==> config.mk <==
export PLATFORM = sky130hd
export DESIGN_NAME = wildcard_pattern_matcher
export DESIGN_NICKNAME = d
export VERILOG_FILES = /design/src/design/wpm_pkg.sv /design/src/design/wpm_nfa_step.sv /design/src/design/wildcard_pattern_matcher.sv
export SDC_FILE = /design/constraint.sdc
export NUM_CORES = 1
export LEC_CHECK = 0
export BUFFER_PORTS_ARGS = -buffer_cell sky130_fd_sc_hd__buf_2
export CAP_MARGIN = 20
export CORE_ASPECT_RATIO = 0.7
export CORE_MARGIN = 2
export CORE_UTILIZATION = 60
export CTS_BUF_LIST = sky130_fd_sc_hd__clkbuf_16
export DETAILED_ROUTE_END_ITERATION = 6
export MAX_ROUTING_LAYER = met4
export PLACE_DENSITY = 0.78
export SETUP_SLACK_MARGIN = 0.1
export SLEW_MARGIN = 40
export SYNTH_ARGS = -nofsm -noshare
export SYNTH_HDL_FRONTEND = slang
export SYNTH_SLANG_ARGS = --single-unit
export TNS_END_PERCENT = 5
==> constraint.sdc <==
create_clock -name clk -period 4.1 [get_ports clk]
set_input_delay 0.82 -clock clk [delete_from_list [all_inputs] [get_ports clk]]
set_output_delay 0.82 -clock clk [all_outputs]
set_load 0.05 [all_outputs]
==> src/design/wpm_pkg.sv <==
// Shared types and constants for the wildcard pattern matcher.
// Standalone package; imported by wpm_nfa_step and wildcard_pattern_matcher.
`timescale 1ns / 1ps
`default_nettype none

package wpm_pkg;

  localparam int CHAR_W        = 8;
  localparam int WORD_W        = 64;
  localparam int PATTERN_WORDS = 4;
  localparam int PATTERN_BITS  = PATTERN_WORDS * WORD_W;
  localparam int LEN_W         = 6;
  localparam int CFG_INDEX_W   = 3;

  localparam logic [CHAR_W-1:0] STAR_BYTE = 8'h2A;
  localparam logic [CHAR_W-1:0] ANY_BYTE  = 8'h3F;

  localparam logic REQ_CHAR = 1'b0;
  localparam logic REQ_END  = 1'b1;

  localparam logic [CFG_INDEX_W-1:0] REG_PATTERN_WORD_0 = 3'd0;
  localparam logic [CFG_INDEX_W-1:0] REG_PATTERN_WORD_1 = 3'd1;
  localparam logic [CFG_INDEX_W-1:0] REG_PATTERN_WORD_2 = 3'd2;
  localparam logic [CFG_INDEX_W-1:0] REG_PATTERN_WORD_3 = 3'd3;
  localparam logic [CFG_INDEX_W-1:0] REG_PATTERN_LENGTH = 3'd4;

  typedef logic [CFG_INDEX_W-1:0] cfg_index_t;
  typedef logic [WORD_W-1:0]      cfg_word_t;

endpackage

`default_nettype wire

==> src/design/wpm_nfa_step.sv <==
// Star closure and one-character advance of the active position set.
// Purely combinational; uses wpm_pkg for pattern layout and wildcard bytes.
`timescale 1ns / 1ps
`default_nettype none

module wpm_nfa_step
  import wpm_pkg::*;
#(
  parameter int MAX_PATTERN = 32
) (
  input  wire logic [PATTERN_BITS-1:0]              pattern,
  input  wire logic [$clog2(MAX_PATTERN+1)-1:0]     len,
  input  wire logic [MAX_PATTERN:0]                 active,
  input  wire logic [CHAR_W-1:0]                    character,
  output logic                                      final_active,
  output logic [MAX_PATTERN:0]                      next_active
);

  localparam int LEN_IDX_W = $clog2(MAX_PATTERN + 1);
  localparam int STEPS     = $clog2(MAX_PATTERN + 1);

  logic [MAX_PATTERN:0]   live;
  logic [MAX_PATTERN-1:0] star;
  logic [MAX_PATTERN-1:0] step_ok;
  logic [MAX_PATTERN:0]   gen;
  logic [MAX_PATTERN:0]   link;

  always_comb begin
    for (int i = 0; i <= MAX_PATTERN; i++) begin
      live[i] = (LEN_IDX_W'(i) <= len);
    end
    for (int i = 0; i < MAX_PATTERN; i++) begin
      star[i]    = (LEN_IDX_W'(i) < len) && (pattern[CHAR_W*i +: CHAR_W] == STAR_BYTE);
      step_ok[i] = (LEN_IDX_W'(i) < len) && !star[i] &&
                   ((pattern[CHAR_W*i +: CHAR_W] == ANY_BYTE) ||
                    (pattern[CHAR_W*i +: CHAR_W] == character));
    end
    // prefix propagation through runs of stars
    gen  = active & live;
    link = {star, 1'b0};
    for (int k = 0; k < STEPS; k++) begin
      gen  = gen | (link & (gen << (1 << k)));
      link = link & (link << (1 << k));
    end
    final_active = gen[len];
    next_active  = {1'b0, gen[MAX_PATTERN-1:0] & star} |
                   {gen[MAX_PATTERN-1:0] & step_ok, 1'b0};
  end

endmodule

`default_nettype wire

==> src/design/wildcard_pattern_matcher.sv <==
// Glob matcher ('*' and '?') over a streamed byte string, pattern in registers.
// An end-of-string word gives its result in the cycle after acceptance.
// Throughput: one word per cycle while item_stall is low; set by the
// combinational star closure on the active-position register. Reset clears
// the pattern registers, sets the active set to the start position only and
// clears result_valid; matched is not reset. Depends on wpm_pkg and wpm_nfa_step.
`timescale 1ns / 1ps
`default_nettype none

module wildcard_pattern_matcher
  import wpm_pkg::*;
#(
  parameter int MAX_PATTERN = 32
) (
  input  wire logic              clk,
  input  wire logic              rst,
  input  wire logic              cfg_valid,
  output logic                   cfg_ready,
  input  wire cfg_index_t        cfg_index,
  input  wire cfg_word_t         cfg_data,
  input  wire logic              item_valid,
  output logic                   item_stall,
  input  wire logic              req_type,
  input  wire logic [CHAR_W-1:0] character,
  output logic                   result_valid,
  input  wire logic              result_stall,
  output logic                   matched
);

  localparam int LEN_IDX_W = $clog2(MAX_PATTERN + 1);

  cfg_word_t                pattern_word [PATTERN_WORDS];
  logic [LEN_W-1:0]         pattern_length;
  logic [MAX_PATTERN:0]     active;
  logic [MAX_PATTERN:0]     active_next;
  logic [LEN_IDX_W-1:0]     len;
  logic                     final_active;
  logic                     item_accept;

  assign cfg_ready   = 1'b1;
  assign item_stall  = result_valid && result_stall;
  assign item_accept = item_valid && !item_stall;

  always_comb begin
    if (pattern_length > LEN_W'(MAX_PATTERN)) begin
      len = LEN_IDX_W'(MAX_PATTERN);
    end else begin
      len = pattern_length[LEN_IDX_W-1:0];
    end
  end

  wpm_nfa_step #(
    .MAX_PATTERN (MAX_PATTERN)
  ) u_step (
    .pattern      ({pattern_word[3], pattern_word[2], pattern_word[1], pattern_word[0]}),
    .len          (len),
    .active       (active),
    .character    (character),
    .final_active (final_active),
    .next_active  (active_next)
  );

  always_ff @(posedge clk) begin
    if (rst) begin
      for (int w = 0; w < PATTERN_WORDS; w++) begin
        pattern_word[w] <= '0;
      end
      pattern_length <= '0;
    end else if (cfg_valid && cfg_ready) begin
      unique case (cfg_index)
        REG_PATTERN_WORD_0: pattern_word[0] <= cfg_data;
        REG_PATTERN_WORD_1: pattern_word[1] <= cfg_data;
        REG_PATTERN_WORD_2: pattern_word[2] <= cfg_data;
        REG_PATTERN_WORD_3: pattern_word[3] <= cfg_data;
        REG_PATTERN_LENGTH: pattern_length  <= cfg_data[LEN_W-1:0];
        default: ;
      endcase
    end
  end

  always_ff @(posedge clk) begin
    if (rst) begin
      active       <= (MAX_PATTERN+1)'(1);
      result_valid <= 1'b0;
    end else begin
      if (item_accept) begin
        if (req_type == REQ_END) begin
          active <= (MAX_PATTERN+1)'(1);
        end else begin
          active <= active_next;
        end
      end
      if (item_accept && (req_type == REQ_END)) begin
        result_valid <= 1'b1;
      end else if (!result_stall) begin
        result_valid <= 1'b0;
      end
    end
  end

  always_ff @(posedge clk) begin
    if (item_accept && (req_type == REQ_END)) begin
      matched <= final_active;
    end
  end

endmodule

`default_nettype wire
# Word-level counts from Yosys, hierarchy flattened
# Memory sizes are Yosys's and may differ from the RTL's.
# Cells that the tools add are included.
# word_totals
reg_bits	41
latch_bits	0
mem_bits_rw	256
rom_bits	0
wordCells	392
mem_count	1
# mem_list
name	words	width	rd	rd_ports_with_merged_regs	write_ports	line	rtl
pattern_word	4	64	4	0	4	wildcard_pattern_matcher.sv:32	cfg_word_t pattern_word [PATTERN_WORDS];
# op_classes
add_sub_neg	0
multipliers	0
n_div	0
n_lt_le_gt_ge	67
eq_ne	101
shift	0
n_mux	28
n_bitwise	25
n_reduce_logical	166
# op_table
operator	count
equality test 8 x 6 -> 1 bit, second input constant	64
AND 33 bit	12
equality test 8 bit	32
2-to-1 mux 64 bit	4
OR 33 bit	6
logical AND 1 bit	99
<= comparator 5 x 6 -> 1 bit, first input constant	16
< comparator 5 x 6 -> 1 bit, first input constant	16
AND 32 bit	2
<= comparator 4 x 6 -> 1 bit, first input constant	8
< comparator 4 x 6 -> 1 bit, first input constant	8
zero test 1 bit	33
2-to-1 mux 33 bit	1
OR 32 x 33 -> 33 bit	1
logical OR 1 bit	32
<= comparator 3 x 6 -> 1 bit, first input constant	4
< comparator 3 x 6 -> 1 bit, first input constant	4
2-to-1 mux 1 bit	21
<= comparator 1 x 6 -> 1 bit, first input constant	2
<= comparator 2 x 6 -> 1 bit, first input constant	2
< comparator 1 x 6 -> 1 bit, first input constant	2
< comparator 2 x 6 -> 1 bit, first input constant	2
< comparator 6 x 7 -> 1 bit, second input constant	1
binary-select mux 1 bit (select 6 bit)	1
10 further kinds	14

# Logic depth before layout (Yosys ltp)
# logic_depth
depth_word	19
depth_mapped	14

# Modules after synthesis
# From an unflattened synthesis, not the netlist that was laid out.
# hier_totals
cells_unflattened	1939
hier_area_um2	20070.5
# by_module_without_submodules
module	instances	cells_per_inst	area_per_inst_um2
wildcard_pattern_matcher	1	832	12872.3
wpm_nfa_step	1	1107	7198.2

# Worst setup path before layout
# Ideal clock, no wire load.
# synth_path
kind	reg-to-reg
startpoint	memory pattern_word[2][50] in the netlist's numbering
endpoint	register active[31]
arrival_time_ns	3.166
path_slack_ns	0.860
stages_incl_launch_ff	10
path_buffers	0
period_less_slack_ns	3.240
cell_sequence	edfxtp_1 -> or2_2 -> or4_4 -> or3_1 -> or4_4 -> o31ai_4 -> a31o_4 -> a211oi_2 -> or4_1 -> a31oi_1
# synth_rtl
item	line	rtl
from (decl)	wildcard_pattern_matcher.sv:32	
to (signal assigned)	wildcard_pattern_matcher.sv:83	active <= (MAX_PATTERN+1)'(1);
to (signal assigned)	wildcard_pattern_matcher.sv:88	active <= (MAX_PATTERN+1)'(1);
to (signal assigned)	wildcard_pattern_matcher.sv:90	active <= active_next;
to (decl)	wildcard_pattern_matcher.sv:34	logic [MAX_PATTERN:0] active;

# Final worst setup path
# layout_path
startpoint	register pattern_length[3]
endpoint	register active[31]
# layout_via
elab_chain_cells	18
word_cells_on_any_way	123
cone_classes	order compare: 65; mux: 2; bitwise: 21; reduce/logical: 35
# layout_rtl
item	line	rtl
from (decl)	wildcard_pattern_matcher.sv:33	logic [LEN_W-1:0] pattern_length;
from (signal assigned)	wildcard_pattern_matcher.sv:75	REG_PATTERN_LENGTH: pattern_length <= cfg_data[LEN_W-1:0];
greater-than comparator 6 bit	wildcard_pattern_matcher.sv:45	if (pattern_length > LEN_W'(MAX_PATTERN)) begin
2-to-1 mux 6 bit *	wildcard_pattern_matcher.sv:45	
<= comparator 1 x 6 -> 1 bit / < comparator 1 x 6 -> 1 bit (equally long branches)	wpm_nfa_step.sv:30, wpm_nfa_step.sv:33	
AND 33 bit / logical AND 1 bit (equally long branches)	wpm_nfa_step.sv:39, wpm_nfa_step.sv:33	
AND 33 bit	wpm_nfa_step.sv:42	gen = gen | (link & (gen << (1 << k)));
OR 33 bit	wpm_nfa_step.sv:42	
AND 33 bit	wpm_nfa_step.sv:42	
OR 33 bit	wpm_nfa_step.sv:42	
AND 33 bit	wpm_nfa_step.sv:42	
OR 33 bit	wpm_nfa_step.sv:42	
AND 33 bit	wpm_nfa_step.sv:42	
OR 33 bit	wpm_nfa_step.sv:42	
AND 33 bit	wpm_nfa_step.sv:42	
OR 33 bit (2 in a row)	wpm_nfa_step.sv:42	
AND 32 bit	wpm_nfa_step.sv:46	next_active = {1'b0, gen[MAX_PATTERN-1:0] & star} |
OR 32 x 33 -> 33 bit *	wpm_nfa_step.sv:46	
2-to-1 mux 33 bit *	wildcard_pattern_matcher.sv:87	if (req_type == REQ_END) begin
# Mark *: on every way between the ends. The rest lies on a longest branch, timed or not.
# A chain may end at the register's enable or synchronous reset.

==> impl_metrics.csv <==
group,metric,value,unit
pwr,power_per_cell_area,343,nW/um^2
timing,post-route-worst-setup-slack,203,ps
global_route,grt_max_degree,49,
timing,timing_hold_violations_final,0,
critical_path,worstSetupPathType,"reg2reg",
worst_hold_path,timing.hold.worst.class,"reg2reg",
critical_path,crit_path_max_fanout,9,
global_route,via_count_of_the_first_global_routing_pass,14700,
logic_synthesis,postSynthRegisterBits,297,
critical_path,critical_path_arrival,4400,ps
pwr,switchingPower,1.86,mW
cts,cts_htree_levels,1,
floorplanning,die_w,210,um
floorplanning,core_area,29000,sq um
place,gp_congestion,1.10,
global_route,grt-ovfl-total,0,
logic_synthesis,post_synth_instance_area,17800,sq um
pwr,power.clock.fraction,36.6,%
floorplanning,design.die.area,31100,sq um
logic_synthesis,edff_count_synth,257,
critical_path,startpoint_class_of_the_critical_path,"register",
pwr,power_frac_comb,11.8,%
pwr,p_seq_share,51.6,%
pwr,power.switching_fraction,26.3,%
detailed_routing,wl_per_cell,26.1,um
logic_synthesis,yosys.area_share.xor_xnor,12.6,%
logic_synthesis,post_synth_inst_count,1777,
logic_synthesis,post_synth_mux_area_share,0.401,%
pwr,ir_drop,373,uV
timing,grt_setup_unrepaired,"no",
logic_synthesis,synth_fa_ha_area_share,0,%
floorplanning,initial_utilization,61.4,%
logic_synthesis,synth_top_flop_cell,"sky130_fd_sc_hd__edfxtp_1",
logic_synthesis,synth_warnings,0,
timing,setup-violations-final,0,
pwr,power.internal,5.22,mW
detailed_routing,drc,0,
cts,cts-root-to-sink-buffers,3,
logic_synthesis,post_synth.cell_area_avg,10.0,sq um
cells_and_area,nNetsFinal,2045,
timing,min_period_over_period,95.0,%
place,io_buffers,83,
place,dp.final_hpwl,46.1,mm
timing,final_max_slew_viol_count,0,
cts,tritoncts,"built",
timing,timing.slew.headroom,42.9,%
timing,clock-skew-final,18.3,ps
floorplanning,io-pin-count,85,
cts,cts.repair_timing.setup_buffer_count,0,
logic_synthesis,synthesis.nets,1858,
pwr,power_leakage,7.14,nW
place,post-place-ws,146,ps
logic_synthesis,synth-seq-area-share,47.8,%
logic_synthesis,asyncSetResetFlopFracSynth,0,%
critical_path,crit_required,4600,ps
cells_and_area,final_core_utilization,71.1,%
cells_and_area,syn_to_final_growth,15.9,%
timing,fin_tns_setup,0,ps
detailed_routing,route.detailed.vias_per_inst,6.56,
flow_run,maxCapViolations,0,
detailed_routing,drt-total-wl,61.8,mm
timing,finalWorstPathRequiredPeriod,3900,ps
detailed_routing,firstDrtPassIters,6,
cts,clk_root_buffer_cell,"sky130_fd_sc_hd__clkbuf_16",
global_route,grt_first_pass_wirelength,91.6,mm
cells_and_area,final_layout_size_suffix_gt1_share,16.9,%
detailed_routing,detail_route_antenna_nets,0,
global_route,antenna_found_initial,2,
cts,clkLatencyLatePin,580,ps
timing,achievable-frequency,0.257,GHz
timing,worst-slew-pin-transition,853,ps
logic_synthesis,synth.distinct_cells,83,
detailed_routing,num_vias,15500,
run_status,outcome,"complete, no violations",
detailed_routing,detailedRoute.firstIterationViolations,1967,
cts,cts_num_sinks,297,
cts,cts.reportedPaths.clkPinSlew,70,ps
floorplanning,placement_rows,52,
global_route,grtUsageTotal,41.0,%
logic_synthesis,synth_top_family_by_area,"simple AND/OR/NAND/NOR gates",
critical_path,setup.worst_path.end_class,"register",
logic_synthesis,synth_compound_area_share,11.6,%
logic_synthesis,synthSimpleGateAreaFrac,25.1,%
cts,cts-buffers-inserted,28,
floorplanning,die_h,148,um
==> sequential cells by signal (all words and copies together), names as in the netlist <==
signal          flops
pattern_word      256
active             33
pattern_length      6
matched             1
result_valid        1
==> Yosys cell counts, types with 12 or more instances <==
cell | instances | area, sq um
sky130_fd_sc_hd__nand4_1 | 72 | 450
sky130_fd_sc_hd__nand2_1 | 106 | 398
sky130_fd_sc_hd__nand3_1 | 28 | 140
sky130_fd_sc_hd__o31ai_1 | 18 | 135
sky130_fd_sc_hd__a31oi_1 | 26 | 163
sky130_fd_sc_hd__a21oi_1 | 73 | 365
sky130_fd_sc_hd__xnor2_1 | 200 | 1750
sky130_fd_sc_hd__nor4b_1 | 14 | 123
sky130_fd_sc_hd__and3_1 | 13 | 81.3
sky130_fd_sc_hd__clkbuf_1 | 53 | 199
sky130_fd_sc_hd__or2_2 | 12 | 75.1
sky130_fd_sc_hd__buf_1 | 26 | 97.6
sky130_fd_sc_hd__o21bai_1 | 12 | 90.1
sky130_fd_sc_hd__dfxtp_1 | 40 | 801
sky130_fd_sc_hd__and2_1 | 267 | 1670
sky130_fd_sc_hd__xor2_1 | 56 | 490
sky130_fd_sc_hd__nor3_1 | 44 | 220
sky130_fd_sc_hd__edfxtp_1 | 257 | 7720
sky130_fd_sc_hd__o21ai_0 | 46 | 230
sky130_fd_sc_hd__nor2_1 | 153 | 574
sky130_fd_sc_hd__a22oi_1 | 20 | 150
sky130_fd_sc_hd__inv_1 | 20 | 75.1
sky130_fd_sc_hd__nor4_1 | 26 | 163
==> layout by cell type (no fill, tap or decap), types with 7 or more instances in the layout <==
cell type,n
sky130_fd_sc_hd__a211oi_1,11
sky130_fd_sc_hd__a21oi_1,73
sky130_fd_sc_hd__a22oi_1,20
sky130_fd_sc_hd__a31oi_1,25
sky130_fd_sc_hd__and2_1,267
sky130_fd_sc_hd__and3_1,13
sky130_fd_sc_hd__buf_12,7
sky130_fd_sc_hd__buf_2,83
sky130_fd_sc_hd__buf_4,153
sky130_fd_sc_hd__clkbuf_16,29
sky130_fd_sc_hd__clkinv_1,9
sky130_fd_sc_hd__dfxtp_1,39
sky130_fd_sc_hd__edfxtp_1,257
sky130_fd_sc_hd__inv_1,22
sky130_fd_sc_hd__nand2_1,106
sky130_fd_sc_hd__nand2b_1,9
sky130_fd_sc_hd__nand3_1,28
sky130_fd_sc_hd__nand4_1,72
sky130_fd_sc_hd__nand4b_1,8
sky130_fd_sc_hd__nor2_1,153
sky130_fd_sc_hd__nor3_1,40
sky130_fd_sc_hd__nor3_2,7
sky130_fd_sc_hd__nor4_1,24
sky130_fd_sc_hd__nor4b_1,12
sky130_fd_sc_hd__nor4bb_1,10
sky130_fd_sc_hd__o21ai_0,44
sky130_fd_sc_hd__o21bai_1,11
sky130_fd_sc_hd__o22ai_1,10
sky130_fd_sc_hd__o31ai_1,18
sky130_fd_sc_hd__or2_2,12
sky130_fd_sc_hd__or3_1,11
sky130_fd_sc_hd__xnor2_1,200
sky130_fd_sc_hd__xor2_1,56
==> area by class of cell <==
class                      count  area (sq um)
antenna                        1          2.50
multi-input combinational   1373          8970
sequential                   297          8520
clock inverter                22           159
tap                          378           473
inverter                      20          75.1
timing repair buffer         244          1720
fill                        2065          8380
clock buffer                  29           726
==> worst max-delay path, stage by stage, from the launching register on <==
cell	delay [ps]
sky130_fd_sc_hd__dfxtp_1	510
sky130_fd_sc_hd__buf_4	230
sky130_fd_sc_hd__a21o_1	220
sky130_fd_sc_hd__a31oi_1	130
sky130_fd_sc_hd__or4_4	620
sky130_fd_sc_hd__or3_1	450
sky130_fd_sc_hd__or4_4	450
sky130_fd_sc_hd__o31ai_4	240
sky130_fd_sc_hd__a31o_4	220
sky130_fd_sc_hd__a211oi_2	80
sky130_fd_sc_hd__or4_1	520
sky130_fd_sc_hd__a31oi_1	130
==> power by group through the flow <==
stage,Combinational (mW),Clock [mW],Sequential [mW]
after detailed placement,0.802,0,3.71
after CTS,0.814,2.59,3.64
final,0.832,2.59,3.65
after floorplan,0.491,0,3.66
after global routing,0.881,2.70,3.67
after global placement,0.767,0,3.69
==> through the flow <==
stage | instance area [sq um] | power (mW) | std cells | hold slack (ps)
after floorplan | 17800 | 4.15 | 1777 | 432
after global placement | 19600 | 4.46 | 2307 | 444
after detailed placement | 19700 | 4.51 | 2311 | 447
after CTS | 20600 | 7.05 | 2362 | 456
after global routing | 20600 | 7.24 | 2364 | 486
final | 20600 | 7.07 | 2364 | 462
==> worst paths after layout <==
kind / startpoint / to / slack (ps) / cells past startpoint
worst max-delay path: pattern_length[3] / active[31] / 200 / 11
worst min-delay path: active[25] / active[25] / 460 / 2
worst max register to register: pattern_length[3] / active[31] / 200 / 11
worst min register to register: active[25] / active[25] / 460 / 2
==> what timing repair did <==
item / 4_1_cts / 5_1_grt
gates resized for setup: 0 / 8
hold buffers: 0 / 0
setup endpoints to repair: 0 / 7
==> kinds of logic after synthesis <==
| family | Yosys count |
|---|---|
| flip-flops | 297 |
| buffers and inverters | 107 |
| other | 1 |
| XOR/XNOR | 256 |
| AO/OA/AOI/OAI | 303 |
| AND/OR/NAND/NOR | 806 |
| multiplexers | 7 |
==> routing by layer <==
metal | up-vias | GRT usage, % | share of wire [%] | wire (um)
met5 | - | - | 0 | 0
met1 | 7497 | 58.7 | 41 | 25600
met2 | 1020 | 59.5 | 43 | 26700
met4 | 0 | 11.9 | 3.3 | 2030
li1 | 6833 | - | - | -
met3 | 165 | 8.32 | 12 | 7460
(Power assumes the default switching activity.)
